<file path="src/assert_macros.svh">
// Shared assertion macros
`ifndef ASSERT_MACROS_SVH
`define ASSERT_MACROS_SVH
// Assert that an antecedent implies a consequent in the same cycle.
`define ASSERT_IMP(lbl, clk, rst_n, a, c) \
lbl: assert property (@(posedge clk) disable iff (!rst_n) (a) |-> (c)) else $error("lbl");
// Assert that an antecedent implies a consequent in the following cycle.
`define ASSERT_NXT(lbl, clk, rst_n, a, c) \
lbl: assert property (@(posedge clk) disable iff (!rst_n) (a) |=> (c)) else $error("lbl");
`endif

</file>
<file path="src/pdat_pkg.sv">
package pdat_pkg;
    localparam logic [2:0] ACT_SEND = 3'd0;
    localparam logic [2:0] ACT_RECV = 3'd1;
    localparam logic [2:0] ACT_BUILD = 3'd2;
    localparam logic [2:0] ACT_ACK = 3'd3;
    localparam logic [2:0] ACT_TICK = 3'd4;

    localparam logic [2:0] KIND_SENT = 3'd0;
    localparam logic [2:0] KIND_ACCEPTED = 3'd1;
    localparam logic [2:0] KIND_STALE = 3'd2;
    localparam logic [2:0] KIND_RANGE = 3'd3;
    localparam logic [2:0] KIND_NOACK = 3'd4;
    localparam logic [2:0] KIND_DELIVERED = 3'd5;
    localparam logic [2:0] KIND_DROPPED = 3'd6;
    localparam logic [2:0] KIND_NONE = 3'd7;

    localparam logic [1:0] REG_SEND_ACKS = 2'd0;
    localparam logic [1:0] REG_PROCESS_ACKS = 2'd1;
    localparam logic [1:0] REG_TIMEOUT = 2'd2;

    localparam int MAX_RESULTS = 32;

    // one queue entry as it moves along a cell chain
    typedef struct packed {
        logic [15:0] a;
        logic [31:0] b;
    } pdat_entry_t;

    // shift command shared by all cells of a chain
    typedef struct packed {
        logic push;
        logic pop;
        logic upd_tail;
    } pdat_cmd_t;

    typedef struct packed {
        logic [2:0] kind;
        logic [15:0] seq_out;
        logic [15:0] range_first;
        logic [15:0] range_length;
        logic overflow;
        logic last;
    } pdat_res_t;
endpackage

</file>
<file path="src/pdat_cell.sv">
module pdat_cell
    import pdat_pkg::*;
(
    input  logic        clk,
    input  pdat_cmd_t   cmd,
    input  logic [6:0]  pos,
    input  logic [6:0]  fill,
    input  pdat_entry_t new_entry,
    input  pdat_entry_t right_entry,
    output pdat_entry_t entry
);
    pdat_entry_t entry_reg;
    pdat_entry_t entry_next;

    // cell pos holds entry pos of the queue, head at pos 0
    always_comb
    begin
        entry_next = entry_reg;
        if (cmd.pop)
        begin
            entry_next = right_entry;
        end
        else if (cmd.push && pos == fill)
        begin
            entry_next = new_entry;
        end
        else if (cmd.upd_tail && pos + 7'd1 == fill)
        begin
            entry_next = new_entry;
        end
    end

    always_ff @(posedge clk)
    begin
        entry_reg <= entry_next;
    end

    assign entry = entry_reg;
endmodule

</file>
<file path="src/pdat_chain.sv">
module pdat_chain
    import pdat_pkg::*;
#(
    parameter int DEPTH = 32
)
(
    input  logic        clk,
    input  pdat_cmd_t   cmd,
    input  logic [6:0]  fill,
    input  pdat_entry_t new_entry,
    output pdat_entry_t head,
    output pdat_entry_t tail
);
    pdat_entry_t ent [DEPTH+1];

    assign ent[DEPTH] = '0;

    for (genvar g = 0; g < DEPTH; g++)
    begin : g_cell
        pdat_cell u_cell
        (
            .clk        (clk),
            .cmd        (cmd),
            .pos        (7'(g)),
            .fill       (fill),
            .new_entry  (new_entry),
            .right_entry(ent[g+1]),
            .entry      (ent[g])
        );
    end

    assign head = ent[0];

    // tail read: fill-1, fill at most DEPTH
    always_comb
    begin
        tail = ent[0];
        for (int i = 0; i < DEPTH; i++)
        begin
            if (7'(i + 1) == fill)
            begin
                tail = ent[i];
            end
        end
    end
endmodule

</file>
<file path="config.mk">
export PLATFORM = sky130hd
export DESIGN_NAME = pdat_chain
export DESIGN_NICKNAME = d
export VERILOG_FILES = /design/src/assert_macros.svh /design/src/pdat_pkg.sv /design/src/pdat_cell.sv /design/src/pdat_chain.sv
export SDC_FILE = /design/constraint.sdc
export NUM_CORES = 2
export LEC_CHECK = 0
export BUFFER_PORTS_ARGS = -buffer_cell sky130_fd_sc_hd__buf_2
export CORE_MARGIN = 1
export CORE_UTILIZATION = 45
export CTS_CLUSTER_SIZE = 14
export DETAILED_ROUTE_END_ITERATION = 8
export MAX_ROUTING_LAYER = met4
export SYNTH_ARGS = -nofsm -noshare
export SYNTH_HDL_FRONTEND = slang
export SYNTH_HIERARCHICAL = 1
export SYNTH_SLANG_ARGS = --single-unit
</file>
<file path="constraint.sdc">
create_clock -name clk -period 5 [get_ports clk]
set_input_delay 1 -clock clk [delete_from_list [all_inputs] [get_ports clk]]
set_output_delay 1 -clock clk [all_outputs]
set_load 0.01 [all_outputs]
</file>
==> impl_summary.log <==
INFO  metric hp-class = reg -> reg
INFO  metric gpl.final_weighted_congestion = 0.921
INFO  metric via_count_of_the_first_global_routing_pass = 59500
INFO  metric netlist-cell-type-count = 96
INFO  metric clk_pin_slew_worst_paths = 0.06 ns
INFO  metric placed_cell_area = 97100 um2
INFO  metric max_slew.worst_pin.slew = 1.12 ns
INFO  metric cp.required = 4.00 ns
INFO  metric finalHoldViolations = 0
INFO  metric grt_antenna_before_repair = 18
INFO  metric non_filler_cells_in_the_finished_layout = 10500
INFO  metric placement.io_buffers = 154
INFO  metric cts.path.max_buffers = 3
INFO  metric final_common_cell = sky130_fd_sc_hd__mux2_2
INFO  metric design.die.area = 194000 um2
INFO  metric cts.htree.levels = 4
INFO  metric cts_made_buffers = 170
INFO  metric synth_sequential_area_ratio = 53.4%
INFO  metric syn-instance-count = 6549
INFO  metric violations = setup timing
INFO  metric route.detailed.vias_per_inst = 5.95
INFO  metric wirelength = 285 mm
INFO  metric placed_cells = 10200
INFO  metric clock.fmax = 198 MHz
INFO  metric grt_setup_unrepaired = true
INFO  metric die_width = 440 um
INFO  metric slew_viol_final = 0
INFO  metric syn_area = 86400 um2
INFO  metric highest_net_fanout_along_the_worst_path = 16
INFO  metric grt_usage = 29.7%
INFO  metric fin_crit = 5.05 ns
INFO  metric rows = 160
INFO  metric violation_count_after_the_first_detailed_routing_iteration = 7354
INFO  metric drtAntennaViolNets = 0
INFO  metric synthFlopType = sky130_fd_sc_hd__edfxtp_1
INFO  metric max-slew-margin-rel = 25.1%
INFO  metric cp-start-kind = primary input
INFO  metric design_area = 103000 um2
INFO  metric maxCapViolCount = 0
INFO  metric post-route-drc-count = 0
INFO  metric grt_pass1_wl = 415 mm
INFO  metric vdd_ir_drop_max = 327 uV
INFO  metric fp.dieH = 440 um
INFO  metric syn_to_final_growth = 19.4%
INFO  metric flip_flop_count_of_the_largest_register_after_layout = 1536
INFO  metric fin_worst_skew = 0.0252 ns
INFO  metric nNetsFinal = 7938
INFO  metric cts_tree = built
INFO  metric critical_path_arrival = 4.05 ns
INFO  metric total_clock_sinks = 1536
INFO  metric post_route_setup_slack = -0.0506 ns
INFO  metric cellPowerDensity = 318 nW/um2
INFO  metric cts_root_buffer = sky130_fd_sc_hd__clkbuf_16
INFO  metric core-area = 190000 um2
INFO  metric firstDrtPassIters = 9
INFO  metric insertion_delay = 0.82 ns
INFO  metric layout_common_cells = sky130_fd_sc_hd__mux2_2, sky130_fd_sc_hd__edfxtp_1, sky130_fd_sc_hd__conb_1, sky130_fd_sc_hd__buf_4, sky130_fd_sc_hd__nor2_1
INFO  metric grt_start_max_net_pins = 189
INFO  metric setup_violations = 2
INFO  metric timing_worst_setup_path_type = in -> out
INFO  metric detailroute.via_count = 62500
INFO  metric detailedPlacementHpwl = 198 mm
INFO  metric yosysWarningCount = 6
INFO  metric critPathCaptureType = output pin
INFO  metric routedWlPerCell = 27.1 um
INFO  metric floorplan.initialDensity = 45.4%
INFO  metric post_route_cells_drive_above_1_share = 34.4%
INFO  metric ios = 155
INFO  metric synthesis.area_per_instance = 13.2 um2
INFO  metric synth_enable_flop_cells = 1536
INFO  metric outcome = finished, violations left
INFO  metric p_leak = 37.3 nW
INFO  metric synth.ff_latch_count = 1536
INFO  metric finalCoreUtilization = 54.2%
INFO  metric grt_remaining_overflow = 0
INFO  metric post-route-period-util = 101%
INFO  metric async_reset_ff_share = 0%
where the power goes:
group,internal [W],switching (W)
combinational,0.00215,0.00276
sequential,0.0155,0.000556
clock,0.00664,0.00522
what timing repair did:
| item | 4_1_cts | 5_1_grt |
|---|---|---|
| hold buffers | 0 | 0 |
| gates cloned | 3 | 0 |
| setup endpoints to repair | 27 | 32 |
| endpoints found under the hold margin | 0 | 0 |
| buffers inserted | 13 | 0 |
| gates resized for setup | 75 | 50 |
| pin swaps | 18 | 12 |
area by class of cell:
cell class,count,area [um2]
Multi-Input combinational cell,5435,42500
Clock buffer,216,4530
Antenna cell,7,17.5
Sequential cell,1536,46100
Timing Repair Buffer,699,6210
Tap cell,2511,3140
Fill cell,16000,87300
Inverter,5,21.3
Clock inverter,91,577
per-stage QoR:
step                      worst slack (ns)  power [W]  setup TNS [ns]  hold slack [ns]
after detailed placement            -0.879     0.0210           -8.67            0.556
after CTS                          -0.0196     0.0329         -0.0211            0.567
after global placement              -0.935     0.0209           -9.12            0.544
after floorplan                      0.273     0.0190               0            0.540
after global routing               -0.0275     0.0338         -0.0392            0.577
final                              -0.0506     0.0328         -0.0533            0.562
final timing paths:
| check | from | end | depth (start not counted) | slack [ns] |
|---|---|---|---|---|
| worst max-delay path | fill[0] | tail[19] | 14 | -0.05 |
| worst min-delay path | g_cell[23].u_cell/entry[10]$_DFFE_PP_ | g_cell[22].u_cell/entry[10]$_DFFE_PP_ | 1 | 0.56 |
| worst max register to register | g_cell[26].u_cell/entry[8]$_DFFE_PP_ | g_cell[25].u_cell/entry[8]$_DFFE_PP_ | 1 | 3.87 |
| worst min register to register | g_cell[23].u_cell/entry[10]$_DFFE_PP_ | g_cell[22].u_cell/entry[10]$_DFFE_PP_ | 1 | 0.56 |
critical path: stages:
cell	delay [ns]
sky130_fd_sc_hd__buf_8	0.17
sky130_fd_sc_hd__buf_12	0.19
sky130_fd_sc_hd__buf_4	0.26
sky130_fd_sc_hd__nand3b_1	0.35
sky130_fd_sc_hd__buf_4	0.30
sky130_fd_sc_hd__nor2_1	0.08
sky130_fd_sc_hd__o21ai_0	0.09
sky130_fd_sc_hd__a22oi_1	0.27
sky130_fd_sc_hd__o21ai_0	0.14
sky130_fd_sc_hd__buf_4	0.17
sky130_fd_sc_hd__a31oi_1	0.53
sky130_fd_sc_hd__o211ai_1	0.15
sky130_fd_sc_hd__buf_4	0.18
sky130_fd_sc_hd__buf_2	0.14
cell usage after synthesis (all sizes together) (69+ instances only):
cell,count,share of area (%)
xnor2,160,1.6
and3,81,0.60
o21ai,232,1.3
xor2,172,1.7
mux2,1600,21
mux2i,103,1.2
nand2,223,0.97
a21oi,265,1.5
a31oi,76,0.55
o221ai,69,0.70
nand3,162,0.94
o22ai,145,1.1
nor2,369,1.7
clkbuf,139,0.60
buf,288,1.7
edfxtp,1536,53
metal layers:
layer | part of all wire (%) | wire length [um] | track usage (%) | vias up
met5 | 0 | 0 | - | -
met4 | 2.5 | 7000 | 7.42 | 0
met3 | 8.9 | 25300 | 4.63 | 426
met2 | 43 | 123000 | 42.4 | 2870
met1 | 45 | 129000 | 43.9 | 31400
li1 | - | - | - | 27800
kinds of logic (layout without fill, tap and decap cells):
logic type,count (synthesis),after routing,synth area share (%)
fa+ha+maj,32,32,0.464
simple gates,1200,1200,7.18
compound gates,1270,1270,10.1
xor+xnor,332,332,3.37
buf+inv,432,1011,2.32
mux,1745,1745,23.2
other cells,2,863,0.00870
flops,1536,1536,53.4
Power figures use the tool's default switching activity.
